### src/hw/rtl/adcbcd_pkg.sv
// Shared types and constants for the ADC code to BCD digit scan block.
`timescale 1ns / 1ps
`default_nettype none

package adcbcd_pkg;

  // Resolution select codes (value 3 behaves as 16-bit)
  localparam logic [1:0] RES_10B = 2'd0;
  localparam logic [1:0] RES_12B = 2'd1;
  localparam logic [1:0] RES_16B = 2'd2;

  // Configuration register indexes
  localparam logic CFG_IDX_RES  = 1'b0;
  localparam logic CFG_IDX_GAIN = 1'b1;

  localparam int CODE_W   = 16;
  localparam int GAIN_W   = 8;
  localparam int GAIN50_W = 14;
  localparam int PROD_W   = 30;
  localparam int TENTHS_W = 14;
  localparam int HALF_W   = 7;

  // Full-scale values
  localparam logic [15:0] FS_10B = 16'd1023;
  localparam logic [15:0] FS_12B = 16'd4095;
  localparam logic [15:0] FS_16B = 16'd65535;

  // Products at or above these saturate (10000 * full scale)
  localparam logic [PROD_W-1:0] SAT_LIM_10B = 30'd10230000;
  localparam logic [PROD_W-1:0] SAT_LIM_12B = 30'd40950000;
  localparam logic [PROD_W-1:0] SAT_LIM_16B = 30'd655350000;

  localparam logic [TENTHS_W-1:0] MAX_TENTHS = 14'd9999;

  // Reciprocals: x/100 = (x*5243)>>19 for x < 10000, x/10 = (x*205)>>11 for x < 100
  localparam logic [12:0] RCP100 = 13'd5243;
  localparam int          SH100  = 19;
  localparam logic [7:0]  RCP10  = 8'd205;
  localparam int          SH10   = 11;

  // Digit positions
  localparam logic [1:0] POS_TENTHS   = 2'd0;
  localparam logic [1:0] POS_UNITS    = 2'd1;
  localparam logic [1:0] POS_TENS     = 2'd2;
  localparam logic [1:0] POS_HUNDREDS = 2'd3;

  // Scaled value leaving the scale pipeline
  typedef struct packed {
    logic                vld;
    logic [TENTHS_W-1:0] val;
  } tenths_t;

  // Value split into hundreds part and remainder
  typedef struct packed {
    logic              vld;
    logic [HALF_W-1:0] hi;
    logic [HALF_W-1:0] lo;
  } split_t;

endpackage

`default_nettype wire

### src/hw/rtl/adcbcd_scale.sv
// Three-stage scaler: code * 50 * gain / full scale, saturated at 9999 tenths.
`timescale 1ns / 1ps
`default_nettype none

module adcbcd_scale (
  input  logic                          clk,
  input  logic                          rst_n,
  input  logic                          en,
  input  logic                          in_vld,
  input  logic [adcbcd_pkg::CODE_W-1:0] code,
  input  logic [1:0]                    res_sel,
  input  logic [adcbcd_pkg::GAIN_W-1:0] gain,
  output adcbcd_pkg::tenths_t           tenths_o
);

  logic                              v1_r, v2_r, v3_r;
  logic [adcbcd_pkg::PROD_W-1:0]     p_r, p_nxt;
  logic                              sat_r, sat_nxt;
  logic [adcbcd_pkg::TENTHS_W-1:0]   q0_r, q0_nxt;
  logic [16:0]                       s_r, s_nxt;
  logic [adcbcd_pkg::TENTHS_W-1:0]   t_r, t_nxt;
  logic [adcbcd_pkg::GAIN50_W-1:0]   gain50;
  logic [15:0]                       r0;
  logic [adcbcd_pkg::PROD_W-1:0]     lim;
  logic [3:0]                        q1;
  logic [15:0]                       r1;
  logic [15:0]                       fs;
  logic [16:0]                       s2;
  logic                              corr;
  logic [adcbcd_pkg::TENTHS_W-1:0]   q;

  // Stage 1: gain * 50 by shift-add, then one multiply
  assign gain50 = {1'b0, gain, 5'b0} + {2'b0, gain, 4'b0} + {5'b0, gain, 1'b0};
  assign p_nxt  = {14'b0, code} * {16'b0, gain50};

  // Stage 2: first fold of the divide by 2^k-1, saturation compare
  always_comb begin
    case (res_sel)
      adcbcd_pkg::RES_10B: begin
        q0_nxt = p_r[23:10];
        r0     = {6'b0, p_r[9:0]};
        lim    = adcbcd_pkg::SAT_LIM_10B;
      end
      adcbcd_pkg::RES_12B: begin
        q0_nxt = p_r[25:12];
        r0     = {4'b0, p_r[11:0]};
        lim    = adcbcd_pkg::SAT_LIM_12B;
      end
      default: begin
        q0_nxt = p_r[29:16];
        r0     = p_r[15:0];
        lim    = adcbcd_pkg::SAT_LIM_16B;
      end
    endcase
    sat_nxt = (p_r >= lim);
    s_nxt   = {3'b0, q0_nxt} + {1'b0, r0};
  end

  // Stage 3: second fold, final correction, clamp
  always_comb begin
    case (res_sel)
      adcbcd_pkg::RES_10B: begin
        q1 = 4'(s_r[16:10]);
        r1 = {6'b0, s_r[9:0]};
        fs = adcbcd_pkg::FS_10B;
      end
      adcbcd_pkg::RES_12B: begin
        q1 = 4'(s_r[16:12]);
        r1 = {4'b0, s_r[11:0]};
        fs = adcbcd_pkg::FS_12B;
      end
      default: begin
        q1 = {3'b0, s_r[16]};
        r1 = s_r[15:0];
        fs = adcbcd_pkg::FS_16B;
      end
    endcase
    s2    = {13'b0, q1} + {1'b0, r1};
    corr  = (s2 >= {1'b0, fs});
    q     = q0_r + {10'b0, q1} + {13'b0, corr};
    t_nxt = sat_r ? adcbcd_pkg::MAX_TENTHS : q;
  end

  // Advance valid bits; hold everything while stalled
  always_ff @(posedge clk) begin
    if (!rst_n) begin
      v1_r <= 1'b0;
      v2_r <= 1'b0;
      v3_r <= 1'b0;
    end else if (en) begin
      v1_r <= in_vld;
      v2_r <= v1_r;
      v3_r <= v2_r;
    end
  end

  always_ff @(posedge clk) begin
    if (en) begin
      p_r   <= p_nxt;
      sat_r <= sat_nxt;
      q0_r  <= q0_nxt;
      s_r   <= s_nxt;
      t_r   <= t_nxt;
    end
  end

  assign tenths_o.vld = v3_r;
  assign tenths_o.val = t_r;

endmodule

`default_nettype wire

### src/hw/rtl/adcbcd_split.sv
// Split stage: tenths value into value/100 and value%100.
`timescale 1ns / 1ps
`default_nettype none

module adcbcd_split (
  input  logic                clk,
  input  logic                rst_n,
  input  logic                en,
  input  adcbcd_pkg::tenths_t tenths_i,
  output adcbcd_pkg::split_t  split_o
);

  logic                            vld_r;
  logic [adcbcd_pkg::HALF_W-1:0]   hi_r, hi_nxt;
  logic [adcbcd_pkg::HALF_W-1:0]   lo_r, lo_nxt;
  logic [26:0]                     hi_prod;
  logic [13:0]                     hi_x100;

  // Divide by 100 through the reciprocal, then take the remainder
  always_comb begin
    hi_prod = 27'(tenths_i.val) * 27'(adcbcd_pkg::RCP100);
    hi_nxt  = 7'(hi_prod >> adcbcd_pkg::SH100);
    hi_x100 = {7'b0, hi_nxt} * 14'd100;
    lo_nxt  = 7'(tenths_i.val - hi_x100);
  end

  always_ff @(posedge clk) begin
    if (!rst_n) begin
      vld_r <= 1'b0;
    end else if (en) begin
      vld_r <= tenths_i.vld;
    end
  end

  always_ff @(posedge clk) begin
    if (en) begin
      hi_r <= hi_nxt;
      lo_r <= lo_nxt;
    end
  end

  assign split_o.vld = vld_r;
  assign split_o.hi  = hi_r;
  assign split_o.lo  = lo_r;

endmodule

`default_nettype wire

### src/hw/rtl/adcbcd_scan.sv
// Digit serializer: forms four BCD digits and emits them most significant first, skipping leading zeros.
`timescale 1ns / 1ps
`default_nettype none

module adcbcd_scan (
  input  logic               clk,
  input  logic               rst_n,
  input  adcbcd_pkg::split_t split_i,
  output logic               load_ready,
  output logic               out_valid,
  input  logic               out_stall,
  output logic [1:0]         out_digit_position,
  output logic [3:0]         out_digit_value,
  output logic               out_point_pin_on,
  output logic               out_last_digit
);

  logic       vld_r, vld_nxt;
  logic [1:0] pos_r, pos_nxt;
  logic [3:0] d3_r, d2_r, d1_r, d0_r;
  logic [3:0] d3_nxt, d2_nxt, d1_nxt, d0_nxt;
  logic [14:0] hi_prod, lo_prod;
  logic [6:0]  hi_x10, lo_x10;
  logic [1:0]  first_pos;
  logic        out_take;

  // Split both halves into tens and units
  always_comb begin
    hi_prod = 15'(split_i.hi) * 15'(adcbcd_pkg::RCP10);
    lo_prod = 15'(split_i.lo) * 15'(adcbcd_pkg::RCP10);
    d3_nxt  = 4'(hi_prod >> adcbcd_pkg::SH10);
    d1_nxt  = 4'(lo_prod >> adcbcd_pkg::SH10);
    hi_x10  = {3'b0, d3_nxt} * 7'd10;
    lo_x10  = {3'b0, d1_nxt} * 7'd10;
    d2_nxt  = 4'(split_i.hi - hi_x10);
    d0_nxt  = 4'(split_i.lo - lo_x10);
  end

  // Drop leading zero positions above the units digit
  always_comb begin
    if (d3_nxt != 4'd0) begin
      first_pos = adcbcd_pkg::POS_HUNDREDS;
    end else if (d2_nxt != 4'd0) begin
      first_pos = adcbcd_pkg::POS_TENS;
    end else begin
      first_pos = adcbcd_pkg::POS_UNITS;
    end
  end

  assign out_take   = vld_r && !out_stall;
  assign load_ready = !vld_r || (out_take && (pos_r == adcbcd_pkg::POS_TENTHS));

  // Load a new item or step down one position per delivered digit
  always_comb begin
    vld_nxt = vld_r;
    pos_nxt = pos_r;
    if (load_ready) begin
      vld_nxt = split_i.vld;
      pos_nxt = first_pos;
    end else if (out_take) begin
      pos_nxt = pos_r - 2'd1;
    end
  end

  always_ff @(posedge clk) begin
    if (!rst_n) begin
      vld_r <= 1'b0;
      pos_r <= adcbcd_pkg::POS_UNITS;
    end else begin
      vld_r <= vld_nxt;
      pos_r <= pos_nxt;
    end
  end

  always_ff @(posedge clk) begin
    if (load_ready) begin
      d3_r <= d3_nxt;
      d2_r <= d2_nxt;
      d1_r <= d1_nxt;
      d0_r <= d0_nxt;
    end
  end

  // Present the current digit
  always_comb begin
    case (pos_r)
      adcbcd_pkg::POS_HUNDREDS: out_digit_value = d3_r;
      adcbcd_pkg::POS_TENS:     out_digit_value = d2_r;
      adcbcd_pkg::POS_UNITS:    out_digit_value = d1_r;
      default:                  out_digit_value = d0_r;
    endcase
  end

  assign out_valid          = vld_r;
  assign out_digit_position = pos_r;
  assign out_point_pin_on   = (pos_r != adcbcd_pkg::POS_UNITS);
  assign out_last_digit     = (pos_r == adcbcd_pkg::POS_TENTHS);

endmodule

`default_nettype wire

### src/hw/rtl/adc_code_to_bcd_digit_scan.sv
// Top level: ADC code scaled to tenths of a volt and scanned out as BCD digits.
// An accepted item passes the scaler stages and the split register before the serializer loads it.
// The digit serializer emits two to four digits per item and loads the next item as the last digit is taken.
// The pipeline holds up to five items; a stall at the output freezes all stages.
// Reset (synchronous, rst_n low) clears all valid bits; resolution select 0, gain 1.
`timescale 1ns / 1ps
`default_nettype none

module adc_code_to_bcd_digit_scan (
  input  logic        clk,
  input  logic        rst_n,
  input  logic        cfg_wr_en,
  input  logic        cfg_idx,
  input  logic [7:0]  cfg_wdata,
  input  logic        in_valid,
  output logic        in_stall,
  input  logic [15:0] in_adc_code,
  output logic        out_valid,
  input  logic        out_stall,
  output logic [1:0]  out_digit_position,
  output logic [3:0]  out_digit_value,
  output logic        out_point_pin_on,
  output logic        out_last_digit
);

  logic [1:0]          res_sel_r;
  logic [7:0]          gain_r;
  logic                pipe_en;
  adcbcd_pkg::tenths_t tenths;
  adcbcd_pkg::split_t  split;

  // Configuration registers
  always_ff @(posedge clk) begin
    if (!rst_n) begin
      res_sel_r <= adcbcd_pkg::RES_10B;
      gain_r    <= 8'd1;
    end else if (cfg_wr_en) begin
      case (cfg_idx)
        adcbcd_pkg::CFG_IDX_RES:  res_sel_r <= cfg_wdata[1:0];
        adcbcd_pkg::CFG_IDX_GAIN: gain_r    <= cfg_wdata;
        default:                  res_sel_r <= res_sel_r;
      endcase
    end
  end

  // Hold the whole pipeline while the serializer cannot take an item
  assign in_stall = !pipe_en;

  adcbcd_scale u_scale (
    .clk      (clk),
    .rst_n    (rst_n),
    .en       (pipe_en),
    .in_vld   (in_valid),
    .code     (in_adc_code),
    .res_sel  (res_sel_r),
    .gain     (gain_r),
    .tenths_o (tenths)
  );

  adcbcd_split u_split (
    .clk      (clk),
    .rst_n    (rst_n),
    .en       (pipe_en),
    .tenths_i (tenths),
    .split_o  (split)
  );

  adcbcd_scan u_scan (
    .clk                (clk),
    .rst_n              (rst_n),
    .split_i            (split),
    .load_ready         (pipe_en),
    .out_valid          (out_valid),
    .out_stall          (out_stall),
    .out_digit_position (out_digit_position),
    .out_digit_value    (out_digit_value),
    .out_point_pin_on   (out_point_pin_on),
    .out_last_digit     (out_last_digit)
  );

endmodule

`default_nettype wire

### config.mk
export PLATFORM = sky130hd
export DESIGN_NAME = adc_code_to_bcd_digit_scan
export DESIGN_NICKNAME = d
export VERILOG_FILES = /design/src/hw/rtl/adcbcd_pkg.sv /design/src/hw/rtl/adcbcd_scale.sv /design/src/hw/rtl/adcbcd_split.sv /design/src/hw/rtl/adcbcd_scan.sv /design/src/hw/rtl/adc_code_to_bcd_digit_scan.sv
export SDC_FILE = /design/constraint.sdc
export NUM_CORES = 1
export LEC_CHECK = 0
export BUFFER_PORTS_ARGS = -buffer_cell sky130_fd_sc_hd__buf_2
export CAP_MARGIN = 15
export CORE_MARGIN = 2
export CORE_UTILIZATION = 59
export DETAILED_ROUTE_END_ITERATION = 7
export PLACE_DENSITY = 0.76
export SKIP_CTS_REPAIR_TIMING = 1
export SLEW_MARGIN = 10
export SYNTH_ARGS = -nofsm -noshare
export SYNTH_HDL_FRONTEND = slang
export SYNTH_SLANG_ARGS = --single-unit
### constraint.sdc
create_clock -name clk -period 18 [get_ports clk]
set_clock_uncertainty 0.2 [all_clocks]
set_input_delay 2.7 -clock clk [delete_from_list [all_inputs] [get_ports clk]]
set_output_delay 2.7 -clock clk [all_outputs]
set_load 0.05 [all_outputs]
==> results.json <==
{
  "grt_usage_pct": 25.6,
  "via_per_inst": 5.67,
  "cts_inserted_buffers": 17,
  "cts_sinks": 121,
  "r2r.worst_path.cells": 26,
  "grt_remaining_overflow": 0,
  "arrival_ps": 8510,
  "synth_top_area_share_pct": 26.7,
  "reg2reg_slack_ps": 9470,
  "r2r-start": "gain_r[1]$_SDFFE_PN0P_",
  "slew_violations": 0,
  "synth-xor-area-share_pct": 4.36,
  "maxCapViolations": 0,
  "crit_path_start_kind": "flip-flop",
  "die_x_um": 180,
  "cp.required_ps": 17980,
  "fp-row-count": 64,
  "core_area_mm2": 0.0305,
  "drt-total-wl_mm": 38.5,
  "die_area_mm2": 0.0324,
  "grt_max_degree": 81,
  "fmax_mhz": 117,
  "yosys.area_share.adder_pct": 49.1,
  "worstPathMaxFanout": 19,
  "synthToLayoutAreaGrowth_pct": 6.59,
  "worstHoldStart": "u_scale.v1_r$_SDFFE_PN0N_",
  "fin_setup_tns_ps": 0,
  "portBuffers": 39,
  "htreeDepth": 4,
  "dp_cells": 2220,
  "synth_edf_count": 104,
  "drive_gt1_share_pct": 5.01,
  "synth_compound_area_share_pct": 7.49,
  "gp_congestion": 0.917,
  "path_class": "flip-flop to flip-flop",
  "ios": 40,
  "stdcell_count": 2252,
  "slew-limit-headroom_pct": 29.4,
  "dp_hpwl_mm": 31.5,
  "nFillCells": 2314,
  "synth_mux_area_share_pct": 0.767,
  "rsz0062_at_grt": "no",
  "syn_avg_cell_area_um2": 10.0,
  "setup_viol": 0,
  "holdCritPathClass": "flip-flop to flip-flop",
  "cts_tree": "yes",
  "drtPass1Iterations": 8,
  "synthCells": 1821,
  "vias": 12800,
  "seq_area_frac_synth_pct": 19.0,
  "hold_viol_final": 0,
  "antenna_found_initial": 0,
  "reg2reg_to": "u_scale.p_r[29]$_DFFE_PN_",
  "ys_top_cells_by_area": "fa_1, ha_1, edfxtp_1",
  "synth_nets": 2421,
  "grt_pass1_vias": 13700,
  "min_period_ps": 8530,
  "clk_pin_slew_ps": 60,
  "whs_path_depth": 2,
  "drtIter0Drc": 929,
  "status": "complete, no violations",
  "diodes": 0,
  "place_worst_setup_slack_ps": 9300,
  "syn_area_mm2": 0.0183,
  "synthSimpleGateAreaFrac_pct": 11.5,
  "synthFlopType": "edfxtp_1",
  "synthArstFlopShare_pct": 0,
  "antenna_left": 0,
  "start_util_pct": 59.9,
  "synthDistinctLibCells": 62,
  "wl_per_cell_um": 17.1,
  "clk_latency_ps": 440,
  "grt_pass1_wl_mm": 67.4,
  "route.detailed.drc": 0,
  "synth_top_family_by_area": "adder cells",
  "die_h_um": 180,
  "fin_crit_sh_pct": 47.4,
  "layout.nets": 2443,
  "synth-seq-cells": 121,
  "tightest_slew_ps": 1060,
  "cts_buffer_depth": 2,
  "yosys_warnings": 0,
  "cts_root_buf": "clkbuf_16",
  "synth_area_leader_cell": "fa_1",
  "end_kind": "flip-flop",
  "fin_ws_ps": 9470,
  "worstHoldEndpoint": "u_scale.v1_r$_SDFFE_PN0N_"
}
-- final cells by class --
class | count | area [um^2] | area share [%]
Clock buffer | 17 | 425 | 2.18
Multi-Input combinational cell | 1315 | 13400 | 68.7
Sequential cell | 121 | 3460 | 17.8
Timing Repair Buffer | 45 | 240 | 1.23
Clock inverter | 15 | 175 | 0.899
Tap cell | 396 | 495 | 2.54
Inverter | 343 | 1290 | 6.61
-- metal layers --
metal | track usage (%) | wire, um | vias to the layer above
li1 | - | - | 5967
met1 | 36.7 | 17600 | 6355
met2 | 40.4 | 17900 | 380
met3 | 4.29 | 2180 | 63
met4 | 7.22 | 787 | 0
met5 | 0 | 0 | -
-- sequential cells by signal, summed over array words and instances, names as in the netlist --
register,count
u_scan.d0_r,4
res_sel_r,2
u_scale.v1_r,1
u_scan.d3_r,4
u_scan.out_valid,1
u_scan.d1_r,4
u_scale.v2_r,1
u_split.hi_r,7
u_scale.q0_r,13
u_scale.s_r,17
u_scale.p_r,29
u_split.lo_r,7
u_scale.sat_r,1
u_scan.d2_r,4
u_scan.out_digit_position,2
gain_r,8
u_split.vld_r,1
u_scale.t_r,14
u_scale.v3_r,1
-- placed cells by master (no fill, tap or decap), types with 9 or more instances in the layout --
| cell type | netlist | routed |
|---|---|---|
| edfxtp_1 | 104 | 104 |
| clkbuf_16 | 0 | 17 |
| fa_1 | 244 | 244 |
| nand2b_1 | 21 | 21 |
| dfxtp_1 | 17 | 17 |
| mux2i_1 | 14 | 14 |
| a21o_1 | 32 | 32 |
| nand3_1 | 28 | 28 |
| buf_2 | 0 | 39 |
| o21bai_1 | 10 | 10 |
| nor2b_1 | 15 | 15 |
| nor2_1 | 46 | 46 |
| o21ai_1 | 10 | 9 |
| nor3_1 | 14 | 14 |
| inv_1 | 342 | 342 |
| nand2_1 | 191 | 191 |
| a21oi_1 | 63 | 63 |
| xor2_1 | 32 | 31 |
| and2_1 | 76 | 76 |
| xnor2_1 | 57 | 56 |
| ha_1 | 326 | 326 |
| o21ai_0 | 33 | 33 |
| a21boi_0 | 11 | 11 |
-- through the flow --
stage	hold slack, ps	cell area (um^2)	util [%]
floorplan	241	18300	-
global placement	252	18900	61.8
detailed placement	261	18900	61.8
CTS	269	19500	63.8
global route	293	19500	63.8
finish	262	19500	63.8
-- critical path: stages (launching register included) --
cell and delay, ps:
dfxtp_1 540, fa_1 620, ha_1 190, inv_1 70, fa_1 390, inv_1 70, a21oi_1 60, o21bai_1 190
a21oi_1 100, o21bai_1 260, xor2_2 690, and2_1 240, fa_1 440, fa_1 520, fa_1 520, fa_1 520
fa_1 480, ha_1 310, ha_1 350, a21o_1 180, a21o_1 170, a21o_1 190, a211oi_1 270, a21oi_1 170
a211o_1 280, a21oi_1 180, xnor2_1 80
-- how the worst max path moves through the flow --
stage                                       from                        end  slack (ps)  cells past startpoint
after global routing      gain_r[1]$_SDFFE_PN0P_  u_scale.p_r[29]$_DFFE_PN_        8880                     28
after global placement    gain_r[1]$_SDFFE_PN0P_  u_scale.p_r[29]$_DFFE_PN_        9520                     26
final                     gain_r[1]$_SDFFE_PN0P_  u_scale.p_r[29]$_DFFE_PN_        9470                     26
after CTS                 gain_r[1]$_SDFFE_PN0P_  u_scale.p_r[29]$_DFFE_PN_        9270                     26
after floorplan                        out_stall                   in_stall        5710                      2
after detailed placement  gain_r[1]$_SDFFE_PN0P_  u_scale.p_r[29]$_DFFE_PN_        9300                     26
-- kinds of logic (layout without fill, tap and decap cells) --
kind of cell / after synthesis / after routing
AOI/OAI and AO/OA: 208 / 208
and+or+nand+nor: 433 / 433
xor gates and xnor gates: 90 / 90
muxes: 14 / 14
DFF: 121 / 121
adders and majority gates: 570 / 570
buffers and inverters: 385 / 420
-- Yosys cell counts, drive strengths merged (7+ instances only) --
| library cell | count |
|---|---|
| a211oi | 7 |
| a21boi | 12 |
| a21o | 32 |
| a21oi | 64 |
| and2 | 76 |
| and3 | 8 |
| clkbuf | 41 |
| dfxtp | 17 |
| edfxtp | 104 |
| fa | 244 |
| ha | 326 |
| inv | 343 |
| mux2i | 14 |
| nand2 | 191 |
| nand2b | 21 |
| nand3 | 28 |
| nand4 | 8 |
| nor2 | 46 |
| nor2b | 15 |
| nor3 | 14 |
| o21ai | 43 |
| o21bai | 10 |
| xnor2 | 58 |
| xor2 | 32 |
Power is not shown: default switching activity piles up to over one toggle a cycle in this logic, so the estimate is an artifact.
